--- src/rtl/core/crc16fd_pkg.sv ---
// Shared constants, result word type and CRC-16-CCITT byte update for the
// sync-header frame deframer. No dependencies.
package crc16fd_pkg;

    localparam int MAX_PAYLOAD_BYTES = 64;
    localparam int HDR_BYTES         = 7;
    localparam int TRAILER_BYTES     = 2;
    localparam int MIN_FRAME         = HDR_BYTES + TRAILER_BYTES;
    localparam int COUNT_W           = 7;
    localparam int INDEX_W           = 8;
    localparam int FIFO_DEPTH        = 4;
    localparam int FIFO_PTR_W        = $clog2(FIFO_DEPTH);

    localparam logic [15:0] CRC_INIT = 16'hFFFF;
    localparam logic [15:0] CRC_POLY = 16'h1021;
    localparam logic [15:0] CRC_TOP  = 16'h8000;

    localparam logic [7:0] SYNC_FIRST_RST  = 8'hAA;
    localparam logic [7:0] SYNC_SECOND_RST = 8'h55;

    typedef enum logic [0:0] {
        REG_SYNC_FIRST  = 1'b0,
        REG_SYNC_SECOND = 1'b1
    } cfg_index_t;

    typedef enum logic [1:0] {
        STATUS_OK        = 2'd0,
        STATUS_MALFORMED = 2'd1,
        STATUS_CRC_ERR   = 2'd2
    } status_t;

    typedef struct packed {
        logic               is_summary;
        logic [7:0]         payload_byte;
        status_t            status;
        logic [7:0]         src_node;
        logic [7:0]         dst_node;
        logic [7:0]         msg_type;
        logic [15:0]        msg_ident;
        logic [COUNT_W-1:0] payload_count;
    } result_t;

    function automatic logic [15:0] crc16_byte(input logic [15:0] crc, input logic [7:0] b);
        logic [15:0] c;
        c = crc ^ {b, 8'h00};
        for (int k = 0; k < 8; k++)
        begin
            if ((c & CRC_TOP) != 16'h0000)
                c = {c[14:0], 1'b0} ^ CRC_POLY;
            else
                c = {c[14:0], 1'b0};
        end
        return c;
    endfunction

endpackage

--- src/rtl/core/crc16_frame_deframer.sv ---
// Sync-header frame deframer with CRC-16-CCITT trailer check.
// Depends on crc16fd_pkg.
//
// Takes a byte per cycle when ready (sync0 sync1 src dst type id_lo id_hi
// payload... crc_lo crc_hi). Each byte is handled in the cycle it is
// accepted: sync compare, header capture and one unrolled CRC byte update
// update the frame registers, and the results it causes (at most a payload
// word and the frame summary) go into a four-entry output queue. Input
// ready is high while the queue has room for two words, so with the output
// side taking a word every cycle a byte is accepted every cycle; a frame's
// last byte adds a second word, which can hold input ready low. Payload
// words are tentative and leave two bytes late, so the trailer never
// appears; the summary status decides whether they are good.
module crc16_frame_deframer (
    input  logic                    clk,
    input  logic                    rst_n,
    input  logic                    in_valid,
    output logic                    in_ready,
    input  logic [7:0]              rx_byte,
    input  logic                    frame_end,
    output logic                    out_valid,
    input  logic                    out_ready,
    output logic                    is_summary,
    output logic [7:0]              payload_byte,
    output logic [1:0]              status,
    output logic [7:0]              src_node,
    output logic [7:0]              dst_node,
    output logic [7:0]              msg_type,
    output logic [15:0]             msg_ident,
    output logic [6:0]              payload_count,
    input  logic                    cfg_we,
    input  logic [0:0]              cfg_index,
    input  logic [7:0]              cfg_data
);
    import crc16fd_pkg::*;

    logic [7:0]         sync_first_reg;
    logic [7:0]         sync_second_reg;

    logic [INDEX_W-1:0] byte_index_reg, byte_index_next;
    logic [15:0]        crc_reg, crc_next;
    logic [7:0]         delay0_reg, delay0_next;
    logic [7:0]         delay1_reg, delay1_next;
    logic [7:0]         hdr_src_reg, hdr_src_next;
    logic [7:0]         hdr_dst_reg, hdr_dst_next;
    logic [7:0]         hdr_type_reg, hdr_type_next;
    logic [15:0]        hdr_ident_reg, hdr_ident_next;
    logic               sync_bad_reg, sync_bad_next;

    result_t                fifo_mem_reg [FIFO_DEPTH];
    logic [FIFO_PTR_W-1:0]  wr_ptr_reg, rd_ptr_reg;
    logic [FIFO_PTR_W:0]    count_reg;

    logic               accept;
    logic               pop;
    logic               pay_valid;
    result_t            pay_res;
    result_t            sum_res;
    result_t            res_a;
    result_t            res_b;
    logic [1:0]         push_cnt;
    logic [15:0]        crc_upd;
    logic [15:0]        trailer_word;
    logic [INDEX_W-1:0] pay_len;
    logic               too_long;
    logic               hdr_short;
    status_t            sum_status;
    logic [COUNT_W-1:0] sum_count;
    logic               sync_bad_upd;
    logic [7:0]         src_upd, dst_upd, type_upd;
    logic [15:0]        ident_upd;
    result_t            head;

    assign in_ready = count_reg <= (FIFO_PTR_W+1)'(FIFO_DEPTH - 2);
    assign accept   = in_valid && in_ready;
    assign out_valid = count_reg != '0;
    assign pop       = out_valid && out_ready;

    always_ff @(posedge clk or negedge rst_n)
    begin
        if (!rst_n)
        begin
            sync_first_reg  <= SYNC_FIRST_RST;
            sync_second_reg <= SYNC_SECOND_RST;
        end
        else if (cfg_we)
        begin
            case (cfg_index_t'(cfg_index))
                REG_SYNC_FIRST:  sync_first_reg  <= cfg_data;
                REG_SYNC_SECOND: sync_second_reg <= cfg_data;
                default: ;
            endcase
        end
    end

    // per-byte header capture, CRC update and payload/summary word build
    always_comb
    begin
        sync_bad_upd = sync_bad_reg;
        src_upd      = hdr_src_reg;
        dst_upd      = hdr_dst_reg;
        type_upd     = hdr_type_reg;
        ident_upd    = hdr_ident_reg;
        case (byte_index_reg)
            INDEX_W'(0): sync_bad_upd = sync_bad_reg || (rx_byte != sync_first_reg);
            INDEX_W'(1): sync_bad_upd = sync_bad_reg || (rx_byte != sync_second_reg);
            INDEX_W'(2): src_upd      = rx_byte;
            INDEX_W'(3): dst_upd      = rx_byte;
            INDEX_W'(4): type_upd     = rx_byte;
            INDEX_W'(5): ident_upd    = {hdr_ident_reg[15:8], rx_byte};
            INDEX_W'(6): ident_upd    = {rx_byte, hdr_ident_reg[7:0]};
            default: ;
        endcase

        crc_upd = (byte_index_reg >= INDEX_W'(4)) ? crc16_byte(crc_reg, delay0_reg) : crc_reg;

        pay_valid = byte_index_reg >= INDEX_W'(MIN_FRAME);
        pay_res              = '0;
        pay_res.payload_byte = delay0_reg;

        trailer_word = {rx_byte, delay1_reg};
        hdr_short = byte_index_reg < INDEX_W'(MIN_FRAME - 1);
        pay_len   = byte_index_reg - INDEX_W'(MIN_FRAME - 1);
        too_long  = (byte_index_reg == '1) || (pay_len > INDEX_W'(MAX_PAYLOAD_BYTES));
        sum_count = '0;
        if (hdr_short || sync_bad_upd)
            sum_status = STATUS_MALFORMED;
        else
        begin
            if (too_long)
            begin
                sum_count  = COUNT_W'(MAX_PAYLOAD_BYTES);
                sum_status = STATUS_MALFORMED;
            end
            else
            begin
                sum_count  = pay_len[COUNT_W-1:0];
                sum_status = STATUS_OK;
            end
            if (trailer_word != crc_upd)
                sum_status = STATUS_CRC_ERR;
        end

        sum_res               = '0;
        sum_res.is_summary    = 1'b1;
        sum_res.status        = sum_status;
        sum_res.src_node      = src_upd;
        sum_res.dst_node      = dst_upd;
        sum_res.msg_type      = type_upd;
        sum_res.msg_ident     = ident_upd;
        sum_res.payload_count = sum_count;

        res_a    = pay_valid ? pay_res : sum_res;
        res_b    = sum_res;
        push_cnt = accept ? ({1'b0, pay_valid} + {1'b0, frame_end}) : 2'd0;

        if (frame_end)
        begin
            byte_index_next = '0;
            crc_next        = CRC_INIT;
            delay0_next     = '0;
            delay1_next     = '0;
            hdr_src_next    = '0;
            hdr_dst_next    = '0;
            hdr_type_next   = '0;
            hdr_ident_next  = '0;
            sync_bad_next   = 1'b0;
        end
        else
        begin
            byte_index_next = (byte_index_reg == '1) ? byte_index_reg
                                                     : byte_index_reg + INDEX_W'(1);
            crc_next        = crc_upd;
            delay0_next     = delay1_reg;
            delay1_next     = rx_byte;
            hdr_src_next    = src_upd;
            hdr_dst_next    = dst_upd;
            hdr_type_next   = type_upd;
            hdr_ident_next  = ident_upd;
            sync_bad_next   = sync_bad_upd;
        end
    end

    always_ff @(posedge clk or negedge rst_n)
    begin
        if (!rst_n)
        begin
            byte_index_reg <= '0;
            crc_reg        <= CRC_INIT;
            delay0_reg     <= '0;
            delay1_reg     <= '0;
            hdr_src_reg    <= '0;
            hdr_dst_reg    <= '0;
            hdr_type_reg   <= '0;
            hdr_ident_reg  <= '0;
            sync_bad_reg   <= 1'b0;
        end
        else if (accept)
        begin
            byte_index_reg <= byte_index_next;
            crc_reg        <= crc_next;
            delay0_reg     <= delay0_next;
            delay1_reg     <= delay1_next;
            hdr_src_reg    <= hdr_src_next;
            hdr_dst_reg    <= hdr_dst_next;
            hdr_type_reg   <= hdr_type_next;
            hdr_ident_reg  <= hdr_ident_next;
            sync_bad_reg   <= sync_bad_next;
        end
    end

    // output queue
    always_ff @(posedge clk)
    begin
        if (push_cnt != 2'd0)
            fifo_mem_reg[wr_ptr_reg] <= res_a;
        if (push_cnt == 2'd2)
            fifo_mem_reg[wr_ptr_reg + FIFO_PTR_W'(1)] <= res_b;
    end

    always_ff @(posedge clk or negedge rst_n)
    begin
        if (!rst_n)
        begin
            wr_ptr_reg <= '0;
            rd_ptr_reg <= '0;
            count_reg  <= '0;
        end
        else
        begin
            wr_ptr_reg <= wr_ptr_reg + FIFO_PTR_W'(push_cnt);
            if (pop)
                rd_ptr_reg <= rd_ptr_reg + FIFO_PTR_W'(1);
            count_reg <= count_reg + (FIFO_PTR_W+1)'(push_cnt) - (FIFO_PTR_W+1)'(pop);
        end
    end

    assign head          = fifo_mem_reg[rd_ptr_reg];
    assign is_summary    = head.is_summary;
    assign payload_byte  = head.payload_byte;
    assign status        = head.status;
    assign src_node      = head.src_node;
    assign dst_node      = head.dst_node;
    assign msg_type      = head.msg_type;
    assign msg_ident     = head.msg_ident;
    assign payload_count = head.payload_count;

    a_fifo_bound: assert property (@(posedge clk) disable iff (!rst_n)
        count_reg <= (FIFO_PTR_W+1)'(FIFO_DEPTH))
        else $error("output queue overflow");

    a_frame_restart: assert property (@(posedge clk) disable iff (!rst_n)
        accept && frame_end |=> byte_index_reg == '0 && crc_reg == CRC_INIT && !sync_bad_reg)
        else $error("frame state not cleared after last byte");

    a_crc_idle_in_header: assert property (@(posedge clk) disable iff (!rst_n)
        byte_index_reg <= INDEX_W'(4) |-> crc_reg == CRC_INIT)
        else $error("CRC advanced inside header");

    a_payload_word_clean: assert property (@(posedge clk) disable iff (!rst_n)
        out_valid && !is_summary |-> status == STATUS_OK && payload_count == '0)
        else $error("payload word carries summary fields");

    a_summary_status: assert property (@(posedge clk) disable iff (!rst_n)
        out_valid && is_summary |-> status != 2'd3 && payload_byte == '0)
        else $error("bad summary word");

endmodule
--- config.mk ---
export PLATFORM = sky130hd
export DESIGN_NAME = crc16_frame_deframer
export DESIGN_NICKNAME = d
export VERILOG_FILES = /design/src/rtl/core/crc16fd_pkg.sv /design/src/rtl/core/crc16_frame_deframer.sv
export SDC_FILE = /design/constraint.sdc
export NUM_CORES = 1
export LEC_CHECK = 0
export BUFFER_PORTS_ARGS = -buffer_cell sky130_fd_sc_hd__buf_2
export CORE_ASPECT_RATIO = 0.8
export CORE_MARGIN = 3
export CORE_UTILIZATION = 60
export CTS_BUF_LIST = sky130_fd_sc_hd__clkbuf_16
export DETAILED_ROUTE_END_ITERATION = 12
export HOLD_SLACK_MARGIN = 0.02
export PLACE_DENSITY = 0.77
export SKIP_LAST_GASP = 1
export SLEW_MARGIN = 20
export SYNTH_ARGS = -nofsm -noshare
export SYNTH_HDL_FRONTEND = slang
export SYNTH_SLANG_ARGS = --single-unit
--- constraint.sdc ---
create_clock -name clk -period 10.3 [get_ports clk]
set_input_delay 0.515 -clock clk [delete_from_list [all_inputs] [get_ports clk]]
set_output_delay 0.515 -clock clk [all_outputs]
set_load 0.1 [all_outputs]
==> run_results.csv, run 1 <==
group,metric,value,unit
worst_setup_path,cp-end-kind,"flop",
worst_setup_path,worstSetupPathType,"flop to flop",
layout,finalNonFillerCells,1666,
logic_synthesis,synth_cell_types,68,
pwr,leakagePower,6.47,nW
logic_synthesis,syn_inst,1266,
place,dpl_cell_area,0.0161,mm2
timing,setup_violations,0,
global_route,grt-ovfl-total,0,
pwr,share_comb_of_total_power,43.7,%
flow_run,drv_cap,0,
logic_synthesis,synth_edf_count,196,
place,port_buffers,82,
logic_synthesis,seq_area_frac_synth,59.8,%
clock_network,post-cts-setup-buffers,0,
route,drc,0,
global_route,antenna_found_initial,0,
timing,drv_slew,0,
layout,seq_area,0.00924,mm2
floorplan,rows,51,
global_route,grt_start_max_net_pins,62,
logic_synthesis,synth_nets,1302,
pwr,switching_share,44.2,%
layout,fin_area,0.0171,mm2
worst_setup_path,critPathArrivalTime,4.68,ns
logic_synthesis,synthesis.area,0.0154,mm2
logic_synthesis,synth_top_cell_by_area,"edfxtp_1",
floorplan,die_x,185,um
pwr,power.density,303,mW/mm2
global_route,grt_first_pass_wirelength,58000,um
floorplan,die_area,0.0277,mm2
floorplan,ios,83,
timing,grt_setup_unrepaired,"false",
clock_network,cts-htree-levels,2,
place,place.detailed.hpwl,22000,um
layout,multi_input_area,0.00583,mm2
logic_synthesis,synth_area_leaders,"edfxtp_1, dfrtp_1, mux4_2, nor2_1, dfxtp_1",
floorplan,core_area,0.0248,mm2
timing,final-hold-violation-count,0,
route,drt_iter0_drc,1121,
floorplan,start_util,62.2,%
layout,largest_register_ff_count,232,
layout,n_antenna_cell,0,
logic_synthesis,synth_area_per_cell,12.2,um2
logic_synthesis,ys_ff_latch,336,
clock_network,cts_buffer_depth,3,
clock_network,clkLatencyLatePin,0.51,ns
logic_synthesis,synth_top_area_share,38.1,%
route,drtAntennaViolNets,0,
layout,nNetsFinal,1358,
route,vias,10374,
timing,fin_worst_skew,0.0185,ns
route,via_per_inst,6.23,
timing,slew_headroom,43.7,%
global_route,first_global_vias,10410,
timing,worstMarginPinSlew,0.845,ns
logic_synthesis,synthFlopType,"edfxtp_1",
logic_synthesis,ys_warn_count,0,
min_path,hold_path_class,"input pin to async pin",
pwr,ir_drop,0.182,mV
timing,tns,0,ns
worst_setup_path,critical_path_required,10.59,ns
clock_network,clk_pin_slew,0.06,ns
layout,area_delta_synth_final,10.9,%
layout,layout-drive-gt1-share,20.6,%
clock_network,cts.sinks,336,
global_route,track_usage,27.1,%
route,firstDrtPassIters,7,
pwr,clockPowerShare,22.0,%
clock_network,cts_tree,"built",
timing,period_needed,4.39,ns
place,routabilityCongestion,0.904,
layout,nFillCells,1754,
route,wl_per_cell,21.9,um
floorplan,die_y,149,um
clock_network,ctsRootBufferMaster,"clkbuf_16",
place,dpl.cell_count,1604,
logic_synthesis,synthArstFlopShare,31.0,%
clock_network,cts_inserted_buffers,34,
pwr,p_int,2.90,mW
route,routed_wirelength,36500,um
clock_network,hold_buffers,0,
status,status,"complete, no violations",
pwr,power_frac_seq,34.3,%
worst_setup_path,cp-start-kind,"flop",
timing,finalCritPeriodShare,42.6,%
pwr,total_power,5.19,mW
timing,max_freq,228,MHz
pwr,p_switching,2.30,mW
worst_setup_path,cp_max_fo,50,
clock_network,cts_resized,0,
[cell usage after synthesis (3+ instances only)]
cell and count:
nor2_1 226, edfxtp_1 196, nand2_1 163, dfrtp_1 80, clkbuf_1 64, a21oi_1 58
mux4_2 58, o21ai_0 40, dfxtp_1 36, xnor2_1 35, mux2i_1 32, xor2_1 25
dfstp_2 24, a22oi_1 17, inv_1 17, mux2_2 17, nand3b_1 16, ha_1 12
nand2b_1 11, nor2b_1 11, nand3_1 10, o21ai_1 10, nor3_1 9, buf_1 8
nand4_1 6, o22a_1 6, buf_2 5, clkbuf_8 5, or3_1 5, xnor2_2 5
a2111oi_0 4, a21oi_2 4, and3_1 4, a31oi_1 3, or2_2 3, xnor3_1 3
[stage by stage]
| step | setup slack, ns | hold slack [ns] | util [%] |
|---|---|---|---|
| 6_report | 5.91 | 0.0187 | 69.0 |
| 5_1_grt | 5.54 | 0.0681 | 69.0 |
| 2_1_floorplan | 5.35 | 0.219 | - |
| 3_5_place_dp | 5.94 | 0.436 | 64.9 |
| 3_3_place_gp | 6.20 | 0.429 | 64.9 |
| 4_1_cts | 5.92 | 0.0420 | 69.0 |
[cell usage in the layout, fill, tap and decap left out, types with 10 or more instances in the layout]
cell	instances
a22oi_1	17
buf_2	81
nand3b_1	16
buf_4	21
clkbuf_16	34
nand3_1	10
mux4_2	58
nand2_1	162
nor2b_1	11
nor2_1	226
a21oi_1	58
ha_1	12
o21ai_1	10
edfxtp_1	196
dfxtp_1	36
mux2i_1	32
xnor2_1	35
o21ai_0	40
dfrtp_1	78
mux2_2	17
inv_1	28
xor2_1	25
dfstp_2	24
[critical path, cell delays in order, from the launching register on]
cell and delay, ns:
dfrtp_1 0.45, inv_1 0.11, ha_1 0.26, or3b_2 0.50, a2111oi_4 0.36, buf_4 0.31
inv_1 0.07, ha_1 0.39, o21ai_1 0.18, nor2_1 0.64, a21oi_4 0.10, buf_4 0.36
a2111oi_0 0.43
[power groups by stage]
stage | Combinational, mW | Clock, mW | Sequential [mW]
2_1_floorplan | 1.94 | 0 | 1.71
3_3_place_gp | 2.24 | 0 | 1.80
3_5_place_dp | 2.26 | 0 | 1.81
4_1_cts | 2.27 | 1.15 | 1.78
5_1_grt | 2.39 | 1.21 | 1.80
6_report | 2.27 | 1.14 | 1.78
[final timing paths]
check,from,endpoint,slack [ns],cells past startpoint
max reg2reg,byte_index_reg[1]$_DFFE_PN0P_,fifo_mem_reg[1][48]$_DFFE_PP_,5.91,12
max in group asynchronous,rst_n,rd_ptr_reg[1]$_DFFE_PN0P_,9.04,2
min,rst_n,count_reg[2]$_DFF_PN0_,0.02,1
min in group clk,cfg_data[3],sync_second_reg[3]$_DFFE_PN0P_,0.26,2
min reg2reg,fifo_mem_reg[0][57]$_SDFFE_PP1P_,fifo_mem_reg[0][57]$_SDFFE_PP1P_,0.45,2
max,byte_index_reg[1]$_DFFE_PN0P_,fifo_mem_reg[1][48]$_DFFE_PP_,5.91,12
[cell type report]
cell class	count	area share, %
Inverter	17	0.373
Tap cell	318	2.32
Timing Repair Buffer	102	3.29
Multi-Input combinational cell	831	34.1
Sequential cell	336	54.0
Clock buffer	34	4.97
Clock inverter	28	0.987
[layer usage]
metal | track usage, % | part of all wire, %
met5 | 0 | 0
met1 | 40.4 | 42
met4 | 7.54 | 2.5
met3 | 5.03 | 9.8
met2 | 41.8 | 46
[cell families after synthesis]
group,after synthesis,synth area share [%]
simple gates,478,13.4
flops,336,59.8
compound gates,164,6.57
mux,107,11.8
buf+inv,99,2.77
xor+xnor,69,4.52
fa+ha+maj,13,1.10
Note: power is estimated with default switching activity, not from simulation.
==> inputs of run 2 (changes only) <==
CORE_UTILIZATION = 55   (was 60)
PLACE_DENSITY = 0.75   (was 0.77)
clock period = 3.8 ns   (was 10.3 ns; I/O delays follow)
==> run 2 against run 1 <==
Effect of this change: total power increased to 2.8 times the previous value; global-route usage decreased by 2.4 points; critical path depth decreased by 1; first-iteration DRC count decreased by 20%; clock-buffer cell count increased by 1; clock skew decreased by 0.0082 ns; core utilization decreased by 4.4 points; via count decreased by 0.40%; flip-flop and latch count unchanged; worst hold slack improved by 0.038 ns; critical endpoint is now fifo_mem_reg[0][48]$_DFFE_PP_.
==> run_results.csv, run 2 (synthesized netlist as in run 1, its figures left out) <==
group,metric,value,unit
status,status,"complete, no violations",
floorplan,die_area,0.0301,mm2
route,firstDrtPassIters,5,
layout,final_cell_mix,"nor2_1, edfxtp_1, nand2_1, buf_2, dfrtp_1",
layout,area_delta_synth_final,14.7,%
route,drt_iter0_drc,897,
layout,multi_input_area,0.00589,mm2
clock_network,cts-htree-levels,2,
layout,fin_area,0.0177,mm2
route,drtAntennaViolNets,0,
timing,max_freq,274,MHz
floorplan,core_area,0.0274,mm2
timing,fin_worst_skew,0.0103,ns
place,place.detailed.hpwl,23800,um
global_route,first_global_vias,10235,
timing,drv_slew,0,
pwr,power.density,818,mW/mm2
worst_setup_path,worstSetupPathType,"flop to flop",
route,via_per_inst,5.95,
worst_setup_path,cp-end-kind,"flop",
clock_network,cts_buffer_depth,3,
place,port_buffers,82,
clock_network,clkLatencyLatePin,0.52,ns
timing,grt_setup_unrepaired,"true",
layout,n_antenna_cell,0,
pwr,ir_drop,0.575,mV
worst_setup_path,rrSetupSlack,0.15,ns
floorplan,die_y,156,um
route,vias,10333,
global_route,grt_start_max_net_pins,86,
layout,utilization,64.6,%
floorplan,ios,83,
place,routabilityCongestion,0.942,
worst_setup_path,crit_chain,"inv_1 -> ha_1 -> or3b_2 -> a2111oi_4 -> inv_1 -> ha_1 -> o21ai_2 -> nor3_2 -> a21oi_4 -> buf_12 -> a2111oi_0",
route,wl_per_cell,21.4,um
floorplan,die_x,193,um
timing,period_needed,3.65,ns
timing,setup_violations,0,
min_path,hold_path_class,"input pin to flop",
clock_network,cts_tree,"built",
timing,worstMarginPinSlew,0.937,ns
route,drc,0,
flow_run,drv_cap,0,
timing,finalCritPeriodShare,96.0,%
global_route,track_usage,24.7,%
layout,layout-drive-gt1-share,22.0,%
place,dpl_cell_area,0.0165,mm2
timing,tns,0,ns
worst_setup_path,path_buf_inv,3,
pwr,total_power,14.5,mW
layout,largest_register_ff_count,232,
timing,slew_headroom,36.7,%
route,routed_wirelength,37200,um
layout,nNetsFinal,1383,
pwr,leakagePower,6.70,nW
worst_setup_path,cp-start-kind,"flop",
layout,finalNonFillerCells,1736,
global_route,antenna_found_initial,0,
worst_setup_path,critPathArrivalTime,3.95,ns
clock_network,cts.sinks,336,
clock_network,clk_pin_slew,0.06,ns
layout,final_common_cell,"nor2_1",
floorplan,rows,54,
worst_setup_path,critPathTopFamily,"simple AND/OR/NAND/NOR gates",
clock_network,cts_inserted_buffers,34,
layout,seq_area,0.00924,mm2
clock_network,ctsRootBufferMaster,"clkbuf_16",
worst_setup_path,slowest_delay,0.55,ns
layout,nFillCells,2068,
global_route,grt_first_pass_wirelength,58800,um
place,dpl.cell_count,1666,
floorplan,start_util,56.3,%
timing,final-hold-violation-count,0,
global_route,grt-ovfl-total,0,
worst_setup_path,cpMaxStageDelayCell,"nor3_2",
worst_setup_path,critical_path_required,4.10,ns
worst_setup_path,cp_max_fo,32,
## run 2: changes by cell type in the layout (fill, tap and decap cells not counted), moves of 2 or more
cell	before	now
nand2b_2	4	0
nor3_2	2	5
nor3_1	9	6
bufinv_16	1	4
nand2b_4	0	4
buf_12	0	14
nor2_2	1	4
nor2_1	226	223
clkinv_2	5	3
dlygate4sd3_1	0	9
## run 2: final timing paths
path                                             startpoint                               end  depth (start not counted)
max                           byte_index_reg[1]$_DFFE_PN0P_     fifo_mem_reg[0][48]$_DFFE_PP_                         11
min                                               out_ready         rd_ptr_reg[0]$_DFFE_PN0P_                          3
max reg2reg                   byte_index_reg[1]$_DFFE_PN0P_     fifo_mem_reg[0][48]$_DFFE_PP_                         11
min reg2reg                fifo_mem_reg[3][57]$_SDFFE_PP1P_  fifo_mem_reg[3][57]$_SDFFE_PP1P_                          2
max in group asynchronous                             rst_n       hdr_type_reg[6]$_DFFE_PN0P_                          3
min in group asynchronous                             rst_n            count_reg[0]$_DFF_PN0_                          2
## run 2: through the flow
stage	hold WS, ns	worst slack, ns
3_3_place_gp	0.431	0.292
2_1_floorplan	-0.106	0.0387
3_5_place_dp	0.436	0.0785
4_1_cts	0.0426	0.115
5_1_grt	0.0615	-0.0749
6_report	0.0563	0.151
## run 2: metal layers
layer / up-vias / GRT usage, % / routed length [um]
li1: 4669 / - / -
met5: - / 0 / 0
met4: 0 / 5.23 / 611
met3: 57 / 4.40 / 2850
met1: 5199 / 35.1 / 15800
met2: 408 / 40.8 / 17900
## run 2: repair_timing
action                                  CTS  global route
buffers inserted                          0             0
hold buffers                              9             0
endpoints found under the hold margin    76             0
gates resized for setup                   1             2
endpoints found under the setup margin    1             3
pin swaps                                 0             0
## run 2: area by class of cell
type / count / share of cell area, %
Sequential cell: 336 / 52.2
Multi-Input combinational cell: 831 / 33.2
Timing Repair Buffer: 127 / 5.38
Clock buffer: 35 / 4.95
Tap cell: 364 / 2.57
Clock inverter: 26 / 1.30
Inverter: 17 / 0.360
## run 2: worst reg2reg max path: stages, from the launching register on
cell       delay (ns)
dfrtp_1          0.44
inv_1            0.12
ha_1             0.21
or3b_2           0.47
a2111oi_4        0.37
inv_1            0.10
ha_1             0.34
o21ai_2          0.13
nor3_2           0.55
a21oi_4          0.14
buf_12           0.20
a2111oi_0        0.37
## run 2: report_power, final
part	leakage [nW]	total [mW]	internal, mW	switching, mW
clock network	0.585	3.33	1.95	1.38
registers	3.50	4.76	4.35	0.414
logic	2.62	6.39	1.91	4.48
==> inputs of run 3 (changes only) <==
ABC_CLOCK_PERIOD_IN_PS = 3800   (was unset)
CTS_BUF_LIST = unset   (was sky130_fd_sc_hd__clkbuf_16)
==> run 3 against run 2 <==
Effect of this change: worst hold slack about the same; clock power increased by 4%; sequential power about the same; global-route usage about the same; critical path depth unchanged; sequential share of layout area decreased by 0.15 points; first-iteration DRC count increased by 7.8%; register-to-register slack about the same; total power increased by 0.92%; non-clock buffer count unchanged; core utilization increased by 0.18 points.
==> run_results.csv, run 3 (synthesized netlist as in run 1, its figures left out) <==
group,metric,value,unit
status,status,"complete, no violations",
place,routabilityCongestion,0.942,
place,place.detailed.hpwl,23800,um
layout,largest_register_ff_count,232,
floorplan,die_y,156,um
pwr,leakagePower,6.69,nW
min_path,hold_path_class,"input pin to flop",
timing,period_needed,3.65,ns
worst_setup_path,cp-end-kind,"flop",
flow_run,drv_cap,0,
global_route,grt_use_met1,35.1,%
worst_setup_path,rrSetupSlack,0.15,ns
global_route,grt_first_pass_wirelength,58800,um
layout,seq_area,0.00924,mm2
place,dpl.cell_count,1666,
global_route,antenna_found_initial,0,
floorplan,die_x,193,um
clock_network,cts_tree,"built",
layout,layout-drive-gt1-share,22.4,%
floorplan,start_util,56.3,%
route,drtAntennaViolNets,0,
layout,fin_area,0.0178,mm2
clock_network,clk_pin_slew,0.06,ns
route,via_per_inst,5.97,
timing,grt_setup_unrepaired,"true",
route,drt_iter0_drc,967,
timing,finalCritPeriodShare,96.2,%
worst_setup_path,worstSetupPathType,"flop to flop",
timing,fin_worst_skew,0.0135,ns
global_route,first_global_vias,10250,
pwr,total_power,14.6,mW
timing,setup_violations,0,
clock_network,clkLatencyLatePin,0.52,ns
worst_setup_path,critPathArrivalTime,3.95,ns
place,dpl_cell_area,0.0165,mm2
timing,final-hold-violation-count,0,
layout,area_delta_synth_final,15.0,%
layout,n_antenna_cell,0,
layout,final_common_cell,"nor2_1",
clock_network,post-cts-setup-buffers,0,
route,wl_per_cell,21.4,um
route,firstDrtPassIters,5,
global_route,grt_start_max_net_pins,86,
route,routed_wirelength,37200,um
clock_network,cts_buffer_depth,3,
pwr,ir_drop,0.585,mV
pwr,power.density,823,mW/mm2
global_route,grt-ovfl-total,0,
floorplan,ios,83,
route,drc,0,
global_route,top_usage_layer,"met2",
worst_setup_path,cp_max_fo,32,
worst_setup_path,critical_path_required,4.10,ns
layout,final_cell_mix,"nor2_1, edfxtp_1, nand2_1, buf_2, dfrtp_1",
route,vias,10364,
global_route,use_met2,40.8,%
floorplan,die_area,0.0301,mm2
worst_setup_path,cp-start-kind,"flop",
layout,multi_input_area,0.00589,mm2
layout,nNetsFinal,1383,
clock_network,ctsRootBufferMaster,"clkbuf_16",
layout,nFillCells,2065,
global_route,track_usage,24.7,%
floorplan,core_area,0.0274,mm2
timing,worstMarginPinSlew,0.896,ns
layout,finalNonFillerCells,1736,
floorplan,rows,54,
clock_network,cts-htree-levels,2,
global_route,grt_use_met3,4.40,%
timing,drv_slew,0,
timing,slew_headroom,39.5,%
clock_network,cts.sinks,336,
timing,max_freq,274,MHz
place,port_buffers,82,
clock_network,cts_inserted_buffers,34,
## run 3: critical path, cell delays in order, from the launching register on
cell and delay, ns:
dfrtp_1 0.43, inv_1 0.12, ha_1 0.20, or3b_2 0.47
a2111oi_4 0.37, inv_1 0.10, ha_1 0.34, o21ai_2 0.13
nor3_2 0.56, a21oi_4 0.14, buf_12 0.20, a2111oi_0 0.38
## run 3: power breakdown
part,switching (mW),leakage (nW),internal [mW]
combinational,4.48,2.62,1.91
clock,1.39,0.567,2.08
sequential,0.411,3.50,4.35
## run 3: layout make-up
type | count | share of cell area (%)
flip-flops and latches | 336 | 52.1
multi-input cells | 831 | 33.2
clock buffers | 51 | 5.55
repair buffers | 127 | 5.36
well taps | 364 | 2.56
clock inverters | 10 | 0.958
inverters | 17 | 0.359
## run 3: through the flow
| stage | hold slack, ns | util (%) | setup TNS [ns] | setup WS [ns] |
|---|---|---|---|---|
| 2_1_floorplan | -0.106 | - | 0 | 0.0387 |
| 3_3_place_gp | 0.431 | 60.2 | 0 | 0.292 |
| 3_5_place_dp | 0.436 | 60.2 | 0 | 0.0785 |
| 4_1_cts | 0.0425 | 64.7 | 0 | 0.115 |
| 5_1_grt | 0.0607 | 64.7 | -0.106 | -0.0744 |
| 6_report | 0.0563 | 64.7 | 0 | 0.146 |
## run 3: worst paths after layout
| path | startpoint | endpoint | depth (start not counted) |
|---|---|---|---|
| max | byte_index_reg[1]$_DFFE_PN0P_ | fifo_mem_reg[0][48]$_DFFE_PP_ | 11 |
| min reg2reg | fifo_mem_reg[3][57]$_SDFFE_PP1P_ | fifo_mem_reg[3][57]$_SDFFE_PP1P_ | 2 |
| max reg2reg | byte_index_reg[1]$_DFFE_PN0P_ | fifo_mem_reg[0][48]$_DFFE_PP_ | 11 |
| min in group asynchronous | rst_n | count_reg[0]$_DFF_PN0_ | 2 |
| max in group asynchronous | rst_n | hdr_ident_reg[14]$_DFFE_PN0P_ | 3 |
| min | out_ready | rd_ptr_reg[0]$_DFFE_PN0P_ | 3 |
## run 3: repair_timing
item / in CTS / in global routing
pin swaps: 0 / 0
hold endpoints to repair: 76 / 0
gates cloned: 0 / 0
hold buffers: 9 / 0
gates resized for setup: 1 / 2
setup endpoints to repair: 1 / 3
## run 3: per-layer routing
| metal | vias to the layer above | part of all wire [%] |
|---|---|---|
| met5 | - | 0 |
| met4 | 0 | 1.9 |
| met3 | 66 | 8.0 |
| met2 | 429 | 48 |
| met1 | 5208 | 42 |
| li1 | 4661 | - |
